### src/design/alfir_pkg.sv
// ----------------------------------------------------------------------------
// alfir_pkg
// Shared types and constants for the array list find/insert/remove unit.
// ----------------------------------------------------------------------------
package alfir_pkg;

  localparam int CAPACITY_DEF = 16;

  typedef enum logic [1:0] {
    OP_FIND   = 2'd0,
    OP_REMOVE = 2'd1,
    OP_INSERT = 2'd2,
    OP_READ   = 2'd3
  } op_t;

  typedef enum logic [1:0] {
    ST_OK        = 2'd0,
    ST_NOT_FOUND = 2'd1,
    ST_FULL      = 2'd2,
    ST_RANGE     = 2'd3
  } status_t;

  typedef enum logic [2:0] {
    S_IDLE,
    S_SCAN,
    S_SHDN,
    S_SHUP,
    S_RDW,
    S_FIN
  } state_t;

endpackage

### src/design/alfir_in_if.sv
// ----------------------------------------------------------------------------
// alfir_in_if
// Request channel: operation code, value and position with valid/ready.
// ----------------------------------------------------------------------------
interface alfir_in_if;
  logic               valid;
  logic               ready;
  logic [1:0]         mode;
  logic signed [31:0] value;
  logic [4:0]         position;

  modport source (output valid, output mode, output value, output position, input ready);
  modport sink   (input valid, input mode, input value, input position, output ready);
endinterface

### src/design/alfir_out_if.sv
// ----------------------------------------------------------------------------
// alfir_out_if
// Result channel: status, match index, read data and entry count.
// ----------------------------------------------------------------------------
interface alfir_out_if;
  logic               valid;
  logic               ready;
  logic [1:0]         status;
  logic [3:0]         found_index;
  logic signed [31:0] read_data;
  logic [4:0]         entry_count;

  modport source (output valid, output status, output found_index, output read_data,
                  output entry_count, input ready);
  modport sink   (input valid, input status, input found_index, input read_data,
                  input entry_count, output ready);
endinterface

### src/design/array_list_find_insert_remove_unit.sv
// ----------------------------------------------------------------------------
// array_list_find_insert_remove_unit
// Packed list of signed 32-bit entries in a single-port-write memory with a
// registered read; find, remove, insert and read run under a small sequencer.
// ----------------------------------------------------------------------------
//  channel  | dir | payload                                      | handshake
//  in_ch    | in  | mode, value, position                        | valid/ready
//  out_ch   | out | status, found_index, read_data, entry_count  | valid/ready
//
//  one request at a time; in_ch.ready is high only while the sequencer idles
//  find and remove scan from entry 0 up to the first match; remove then
//  shifts the later entries down by one; insert shifts the entries at or above
//  position up by one, top first, then writes the value; a full or out of
//  range request goes straight to the result
//  the memory's single registered read port paces the scan and both shifts
//  reset clears count and control state only; a result waiting on out_ch does
//  not stop the next request, only the final load of the output register waits
// ----------------------------------------------------------------------------
module array_list_find_insert_remove_unit
  import alfir_pkg::*;
#(
  parameter int CAPACITY = CAPACITY_DEF
) (
  input  logic         clk,
  input  logic         rst_n,
  alfir_in_if.sink     in_ch,
  alfir_out_if.source  out_ch
);

  localparam int AW = (CAPACITY > 1) ? $clog2(CAPACITY) : 1;
  localparam int CW = $clog2(CAPACITY + 1);
  localparam int XW = (CW > 5) ? CW : 5;

  logic [31:0] mem [CAPACITY];
  logic [31:0] rdata_r;
  logic [AW-1:0] raddr;
  logic          we;
  logic [AW-1:0] waddr;
  logic [31:0]   wdata;

  state_t        state_r, state_nxt;
  op_t           op_r, op_nxt;
  logic [31:0]   value_r, value_nxt;
  logic [AW-1:0] pos_r, pos_nxt;
  logic [CW-1:0] count_r, count_nxt;
  logic [CW-1:0] ptr_r, ptr_nxt;
  logic [CW-1:0] rem_r, rem_nxt;
  logic          cmp_vld_r, cmp_vld_nxt;
  logic [AW-1:0] cmp_idx_r, cmp_idx_nxt;
  logic          wv_r, wv_nxt;
  logic [AW-1:0] wa_r, wa_nxt;
  logic [AW-1:0] hit_r, hit_nxt;
  status_t       status_r, status_nxt;
  logic [31:0]   data_r, data_nxt;

  logic          out_valid_r, out_valid_nxt;
  status_t       out_status_r, out_status_nxt;
  logic [3:0]    out_idx_r, out_idx_nxt;
  logic [31:0]   out_data_r, out_data_nxt;
  logic [4:0]    out_cnt_r, out_cnt_nxt;

  logic [XW-1:0] pos_x, cnt_x, hit_x;
  logic          in_xfer;

  assign pos_x   = XW'(in_ch.position);
  assign cnt_x   = XW'(count_r);
  assign hit_x   = XW'(hit_r);
  assign in_xfer = in_ch.valid && in_ch.ready;

  assign in_ch.ready        = (state_r == S_IDLE);
  assign out_ch.valid       = out_valid_r;
  assign out_ch.status      = out_status_r;
  assign out_ch.found_index = out_idx_r;
  assign out_ch.read_data   = out_data_r;
  assign out_ch.entry_count = out_cnt_r;

  // list storage, read every cycle
  always_ff @(posedge clk) begin
    if (we) begin
      mem[waddr] <= wdata;
    end
    rdata_r <= mem[raddr];
  end

  always_comb begin
    state_nxt      = state_r;
    op_nxt         = op_r;
    value_nxt      = value_r;
    pos_nxt        = pos_r;
    count_nxt      = count_r;
    ptr_nxt        = ptr_r;
    rem_nxt        = rem_r;
    cmp_vld_nxt    = 1'b0;
    cmp_idx_nxt    = cmp_idx_r;
    wv_nxt         = 1'b0;
    wa_nxt         = wa_r;
    hit_nxt        = hit_r;
    status_nxt     = status_r;
    data_nxt       = data_r;
    out_valid_nxt  = out_valid_r && !out_ch.ready;
    out_status_nxt = out_status_r;
    out_idx_nxt    = out_idx_r;
    out_data_nxt   = out_data_r;
    out_cnt_nxt    = out_cnt_r;
    raddr          = pos_x[AW-1:0];
    we             = 1'b0;
    waddr          = wa_r;
    wdata          = rdata_r;

    unique case (state_r)
      S_IDLE: begin
        if (in_xfer) begin
          op_nxt     = op_t'(in_ch.mode);
          value_nxt  = in_ch.value;
          pos_nxt    = pos_x[AW-1:0];
          status_nxt = ST_OK;
          hit_nxt    = '0;
          data_nxt   = '0;
          ptr_nxt    = '0;
          unique case (op_t'(in_ch.mode)) inside
            OP_FIND, OP_REMOVE: begin
              state_nxt = S_SCAN;
            end
            OP_INSERT: begin
              if (count_r >= CW'(CAPACITY)) begin
                status_nxt = ST_FULL;
                state_nxt  = S_FIN;
              end else if (pos_x > cnt_x) begin
                status_nxt = ST_RANGE;
                state_nxt  = S_FIN;
              end else begin
                ptr_nxt   = count_r - CW'(1);
                rem_nxt   = CW'(cnt_x - pos_x);
                state_nxt = S_SHUP;
              end
            end
            OP_READ: begin
              if (pos_x >= cnt_x) begin
                status_nxt = ST_RANGE;
                state_nxt  = S_FIN;
              end else begin
                state_nxt = S_RDW;
              end
            end
          endcase
        end
      end

      // reads issue one per cycle, each compare falls in the cycle after its read
      S_SCAN: begin
        raddr = ptr_r[AW-1:0];
        if (cmp_vld_r && rdata_r == value_r) begin
          hit_nxt = cmp_idx_r;
          if (op_r == OP_REMOVE) begin
            ptr_nxt   = CW'(cmp_idx_r) + CW'(1);
            state_nxt = S_SHDN;
          end else begin
            state_nxt = S_FIN;
          end
        end else if (ptr_r < count_r) begin
          cmp_vld_nxt = 1'b1;
          cmp_idx_nxt = ptr_r[AW-1:0];
          ptr_nxt     = ptr_r + CW'(1);
        end else if (!cmp_vld_r) begin
          status_nxt = ST_NOT_FOUND;
          state_nxt  = S_FIN;
        end
      end

      // read entry i+1, write it to i on the next cycle
      S_SHDN: begin
        raddr = ptr_r[AW-1:0];
        if (wv_r) begin
          we = 1'b1;
        end
        if (ptr_r < count_r) begin
          wv_nxt  = 1'b1;
          wa_nxt  = ptr_r[AW-1:0] - AW'(1);
          ptr_nxt = ptr_r + CW'(1);
        end else if (!wv_r) begin
          count_nxt = count_r - CW'(1);
          state_nxt = S_FIN;
        end
      end

      // walk down from the top, then drop the new value into place
      S_SHUP: begin
        raddr = ptr_r[AW-1:0];
        if (wv_r) begin
          we = 1'b1;
        end
        if (rem_r != '0) begin
          wv_nxt  = 1'b1;
          wa_nxt  = ptr_r[AW-1:0] + AW'(1);
          ptr_nxt = ptr_r - CW'(1);
          rem_nxt = rem_r - CW'(1);
        end else if (!wv_r) begin
          we        = 1'b1;
          waddr     = pos_r;
          wdata     = value_r;
          count_nxt = count_r + CW'(1);
          state_nxt = S_FIN;
        end
      end

      S_RDW: begin
        data_nxt  = rdata_r;
        state_nxt = S_FIN;
      end

      S_FIN: begin
        if (!out_valid_r || out_ch.ready) begin
          out_valid_nxt  = 1'b1;
          out_status_nxt = status_r;
          out_idx_nxt    = hit_x[3:0];
          out_data_nxt   = data_r;
          out_cnt_nxt    = cnt_x[4:0];
          state_nxt      = S_IDLE;
        end
      end

      default: begin
        state_nxt = S_IDLE;
      end
    endcase
  end

  always_ff @(posedge clk) begin
    if (!rst_n) begin
      state_r     <= S_IDLE;
      count_r     <= '0;
      cmp_vld_r   <= 1'b0;
      wv_r        <= 1'b0;
      out_valid_r <= 1'b0;
    end else begin
      state_r     <= state_nxt;
      count_r     <= count_nxt;
      cmp_vld_r   <= cmp_vld_nxt;
      wv_r        <= wv_nxt;
      out_valid_r <= out_valid_nxt;
    end
  end

  always_ff @(posedge clk) begin
    op_r         <= op_nxt;
    value_r      <= value_nxt;
    pos_r        <= pos_nxt;
    ptr_r        <= ptr_nxt;
    rem_r        <= rem_nxt;
    cmp_idx_r    <= cmp_idx_nxt;
    wa_r         <= wa_nxt;
    hit_r        <= hit_nxt;
    status_r     <= status_nxt;
    data_r       <= data_nxt;
    out_status_r <= out_status_nxt;
    out_idx_r    <= out_idx_nxt;
    out_data_r   <= out_data_nxt;
    out_cnt_r    <= out_cnt_nxt;
  end

`ifndef SYNTHESIS
  a_count_bound: assert property (@(posedge clk) disable iff (!rst_n)
    count_r <= CW'(CAPACITY))
    else $error("entry count above capacity");

  a_no_idle_write: assert property (@(posedge clk) disable iff (!rst_n)
    (state_r == S_IDLE || state_r == S_FIN || state_r == S_RDW) |-> !we)
    else $error("memory write outside a shift");

  a_busy_after_xfer: assert property (@(posedge clk) disable iff (!rst_n)
    in_xfer |=> state_r != S_IDLE)
    else $error("request transfer did not start the sequencer");

  a_count_change: assert property (@(posedge clk) disable iff (!rst_n)
    ($past(rst_n) && count_r != $past(count_r)) |->
      ($past(state_r) == S_SHDN || $past(state_r) == S_SHUP))
    else $error("entry count changed outside a shift");

  a_fin_loads_out: assert property (@(posedge clk) disable iff (!rst_n)
    (state_r == S_FIN && state_nxt == S_IDLE) |=> out_valid_r)
    else $error("finished request left no result");
`endif

endmodule

### src/flat_wrapper.sv
// flat-port wrapper written by rule: the top's interface ports become plain ports
module array_list_find_insert_remove_unit_flat import alfir_pkg::*;
#(
  parameter int CAPACITY = CAPACITY_DEF
)
  (clk, rst_n, in_ch_valid, in_ch_mode, in_ch_value, in_ch_position, in_ch_ready, out_ch_valid, out_ch_status, out_ch_found_index, out_ch_read_data, out_ch_entry_count, out_ch_ready);
  alfir_in_if in_ch_i ();
  alfir_out_if out_ch_i ();
  input  logic clk;
  input  logic rst_n;
  input wire logic [$bits(in_ch_i.valid)-1:0] in_ch_valid;
  input wire logic [$bits(in_ch_i.mode)-1:0] in_ch_mode;
  input wire logic [$bits(in_ch_i.value)-1:0] in_ch_value;
  input wire logic [$bits(in_ch_i.position)-1:0] in_ch_position;
  output wire logic [$bits(in_ch_i.ready)-1:0] in_ch_ready;
  output wire logic [$bits(out_ch_i.valid)-1:0] out_ch_valid;
  output wire logic [$bits(out_ch_i.status)-1:0] out_ch_status;
  output wire logic [$bits(out_ch_i.found_index)-1:0] out_ch_found_index;
  output wire logic [$bits(out_ch_i.read_data)-1:0] out_ch_read_data;
  output wire logic [$bits(out_ch_i.entry_count)-1:0] out_ch_entry_count;
  input wire logic [$bits(out_ch_i.ready)-1:0] out_ch_ready;
  assign in_ch_i.valid = in_ch_valid;
  assign in_ch_i.mode = in_ch_mode;
  assign in_ch_i.value = in_ch_value;
  assign in_ch_i.position = in_ch_position;
  assign in_ch_ready = in_ch_i.ready;
  assign out_ch_valid = out_ch_i.valid;
  assign out_ch_status = out_ch_i.status;
  assign out_ch_found_index = out_ch_i.found_index;
  assign out_ch_read_data = out_ch_i.read_data;
  assign out_ch_entry_count = out_ch_i.entry_count;
  assign out_ch_i.ready = out_ch_ready;
  array_list_find_insert_remove_unit #(.CAPACITY(CAPACITY)) u_core (.clk(clk), .rst_n(rst_n), .in_ch(in_ch_i), .out_ch(out_ch_i));
endmodule
### config.mk
export PLATFORM = sky130hd
export DESIGN_NAME = array_list_find_insert_remove_unit_flat
export DESIGN_NICKNAME = d
export VERILOG_FILES = /design/src/design/alfir_pkg.sv /design/src/design/alfir_in_if.sv /design/src/design/alfir_out_if.sv /design/src/design/array_list_find_insert_remove_unit.sv /design/src/flat_wrapper.sv
export SDC_FILE = /design/constraint.sdc
export NUM_CORES = 1
export LEC_CHECK = 0
export ABC_CLOCK_PERIOD_IN_PS = 8400
export BUFFER_PORTS_ARGS = -buffer_cell sky130_fd_sc_hd__buf_2
export CAP_MARGIN = 20
export CORE_MARGIN = 1.5
export CORE_UTILIZATION = 41
export CTS_CLUSTER_DIAMETER = 100
export CTS_CLUSTER_SIZE = 30
export DETAILED_ROUTE_END_ITERATION = 10
export GPL_TIMING_DRIVEN = 0
export PLACE_DENSITY = 0.58
export SETUP_SLACK_MARGIN = 0.3
export SLEW_MARGIN = 20
export SYNTH_ARGS = -nofsm -noshare
export SYNTH_HDL_FRONTEND = slang
export SYNTH_SLANG_ARGS = --single-unit
### constraint.sdc
create_clock -name clk -period 8.4 [get_ports clk]
set_input_delay 0.84 -clock clk [delete_from_list [all_inputs] [get_ports clk]]
set_output_delay 0.84 -clock clk [all_outputs]
set_load 0.02 [all_outputs]
==> impl_metrics.json <==
{
  "hold_start": "in_ch_value[3]",
  "rr_worst_depth": 10,
  "cpPeakStageDelay_ns": 0.75,
  "setup_tns_ns": 0,
  "crit_top_cell": "buf_4",
  "hold_path.class": "input port to register",
  "syn_nets": 1476,
  "synth-main-ff-cell": "edfxtp_1",
  "yosysWarnings": 0,
  "max_clock_freq_ghz": 0.263,
  "grt_max_degree": 40,
  "wl_mm": 66.1,
  "p_leak_nw": 9.76,
  "worstMarginPinSlew_ns": 1.05,
  "timing.rr.start": "u_core.state_r[0]",
  "cts.htree.levels": 1,
  "die_w_um": 260,
  "multi_input_area_sq_mm": 0.00641,
  "worstSetupStartpoint": "u_core.state_r[0]",
  "vias": 13800,
  "die_area_sq_mm": 0.0677,
  "yosys-top-cells-count": "edfxtp_1 (649), mux4_2 (128), nand2_1 (83), dfxtp_1 (43), a31oi_1 (42)",
  "placed_area_sq_mm": 0.0295,
  "finalHoldViolations": 0,
  "wl_per_cell_um": 27.0,
  "fill_cells": 5600,
  "cp-endpoint": "u_core.mem[13][28]",
  "drc": 0,
  "clk_pin_slew_ns": 0.11,
  "crit_fanout": 17,
  "status": "finished clean",
  "final_area_sq_mm": 0.0304,
  "fin_nets": 1623,
  "syn_area_sq_mm": 0.0271,
  "antenna_found_initial": 2,
  "n_antenna_cell": 0,
  "yosysSeqAreaShare_pct": 75.1,
  "fin_crit_ns": 3.81,
  "first_pass_iters": 5,
  "slew_headroom_pct": 28.8,
  "fin_crit_sh_pct": 45.3,
  "synth.area.top_cells": "edfxtp_1 (72%), mux4_2 (11%), dfxtp_1 (3.2%)",
  "ys_types": 62,
  "finalSetupViolations": 0,
  "ys_ff_latch": 692,
  "core_area_sq_mm": 0.0656,
  "regArea_sq_mm": 0.0203,
  "synthArstFlopShare_pct": 0,
  "synth_most_common_cell": "edfxtp_1",
  "clockBufferDepth": 3,
  "grt_pass1_wl_mm": 95.7,
  "cp-start-kind": "register",
  "synth_top_area_share_pct": 71.9,
  "grtUsageTotal_pct": 19.6,
  "fp.dieH_um": 260,
  "viasPerCell": 5.63,
  "yosysTopAreaCell": "edfxtp_1",
  "cts.sinks": 692,
  "grt_setup_unrepaired": "false",
  "start_util_pct": 41.3,
  "ctsHoldBuffers": 0,
  "critPathKind": "register to register",
  "arrival_ns": 4.13,
  "ioPinCount": 88,
  "slowest_stage": "nor2_4",
  "cts_tree": "done",
  "grt_pass1_vias": 13800,
  "numPortBuffers": 87,
  "synth_area_per_cell_sq_um": 19.2,
  "p_per_area_mw_per_mm2": 300,
  "critPathCaptureType": "register",
  "clk_latency_ns": 0.62,
  "ir_worst_vdd_uv": 164,
  "slew_viol_final": 0,
  "rows": 94,
  "postCtsResizedCells": 0,
  "synth_edf_count": 649,
  "place.detailed.hpwl_mm": 45.0,
  "gp_congestion": 0.840,
  "synth_cells": 1413,
  "skew_ns": 0.0224,
  "cts_setup_buffers": 0,
  "grt_overflow": 0,
  "area_growth_pct": 12.0,
  "numCtsBuffers": 29,
  "drive_gt1_share_pct": 23.7,
  "rrSetupSlack_ns": 4.59,
  "clockRootBuffer": "clkbuf_16",
  "cap_violations": 0,
  "drt_iter0_markers": 1163,
  "ant_nets": 0,
  "crit_chain": "buf_4 > and2b_1 > and2_1 > buf_4 > inv_4 > nor3_4 > mux2i_1 > a41oi_1 > nor2_4 > buf_16",
  "cp.required_ns": 8.73,
  "r2r-end": "u_core.mem[13][28]"
}
[registers in the layout, indices dropped and copies added (netlist names)]
signal / flops
u_core.value_r: 32
u_core.op_r: 2
u_core.wa_r: 4
u_core.wv_r: 1
u_core.status_r: 2
u_core.cmp_idx_r: 4
u_core.rdata_r: 32
u_core.cnt_x: 5
u_core.rem_r: 5
u_core.out_ch.read_data: 32
u_core.data_r: 32
u_core.out_ch.status: 2
u_core.mem: 512
u_core.state_r: 3
u_core.ptr_r: 5
u_core.out_ch.entry_count: 5
u_core.out_ch.found_index: 4
u_core.out_ch.valid: 1
u_core.cmp_vld_r: 1
u_core.hit_r: 4
u_core.pos_r: 4
[cells in the final DEF, fill, tap and decap left out, types with 4 or more instances in the layout]
master	instances
edfxtp_1	649
mux4_2	128
buf_2	105
nand2_1	82
clkbuf_1	50
dfxtp_1	43
a31oi_1	42
and2_1	39
xnor2_1	38
and3_1	37
mux2_2	33
a211oi_1	33
clkbuf_16	29
nor2_1	20
inv_1	19
a21oi_1	19
ha_1	18
buf_16	18
nor2_4	17
xor2_1	16
nand4_1	13
nor3_1	10
o21ai_0	10
buf_8	9
nand3_1	8
buf_12	8
buf_4	6
nor2b_1	5
buf_6	5
a22oi_1	4
nand2b_1	4
nor3b_1	4
[critical path, delay by kind of cell (launching register included)]
kind / cells / cell delay, ns
AND/OR/NAND/NOR: 4 / 1.50
buffers and inverters: 4 / 0.70
flip-flops: 1 / 0.39
multiplexers: 1 / 0.40
AO/OA/AOI/OAI: 1 / 0.51
[metrics by stage]
stage / power [mW] / setup WS [ns] / instances / hold slack [ns] / utilization [%]
3_5_place_dp: 7.47 / 4.59 / 2393 / 0.405 / 44.9
6_report: 9.10 / 4.59 / 2446 / 0.392 / 46.3
4_1_cts: 9.20 / 4.58 / 2446 / 0.351 / 46.3
3_3_place_gp: 7.41 / 2.35 / 2364 / 0.403 / 43.6
2_1_floorplan: 6.47 / 4.78 / 1413 / 0.400 / -
5_1_grt: 9.51 / 4.41 / 2446 / 0.351 / 46.3
[routing by layer]
| layer | up-vias | GRT usage (%) | share of wire, % |
|---|---|---|---|
| met3 | 70 | 1.89 | 4.8 |
| met2 | 396 | 32.0 | 48 |
| met4 | 0 | 4.22 | 1.9 |
| met5 | - | 0 | 0 |
| met1 | 7363 | 28.8 | 45 |
| li1 | 5930 | - | - |
[cell type report]
| class | instances | area share [%] |
|---|---|---|
| Buffer | 67 | 1.32 |
| Clock buffer | 48 | 2.66 |
| Clock inverter | 5 | 0.305 |
| Inverter | 22 | 0.288 |
| Multi-Input combinational cell | 632 | 21.1 |
| Sequential cell | 692 | 67.0 |
| Tap cell | 864 | 3.56 |
| Timing Repair Buffer | 116 | 3.74 |
[where the power goes]
| part | total [mW] | switching, mW | internal [mW] |
|---|---|---|---|
| sequential | 4.68 | 0.176 | 4.50 |
| combinational | 2.67 | 1.68 | 0.988 |
| clock | 1.76 | 1.06 | 0.693 |
| total | 9.10 | 2.92 | 6.19 |
[kinds of logic after synthesis]
family | after synthesis | share of synthesized area (%)
AO/OA/AOI/OAI | 135 | 3.35
XOR/XNOR | 54 | 1.74
adder cells (fa/ha/maj) | 20 | 0.979
buffers and inverters | 89 | 1.80
flip-flops | 692 | 75.1
multiplexers | 166 | 12.2
AND/OR/NAND/NOR | 257 | 4.87
[how the worst min path moves through the flow]
stage / endpoint / slack [ns] / cells after the start
6_report: u_core.value_r[3] / 0.39 / 1
4_1_cts: u_core.value_r[25] / 0.35 / 1
2_1_floorplan: u_core.out_ch.found_index[0] / 0.40 / 0
5_1_grt: u_core.value_r[25] / 0.35 / 1
3_3_place_gp: u_core.out_ch.found_index[3] / 0.40 / 0
3_5_place_dp: u_core.out_ch.read_data[13] / 0.40 / 0
Note: power is estimated with default switching activity, not from simulation.
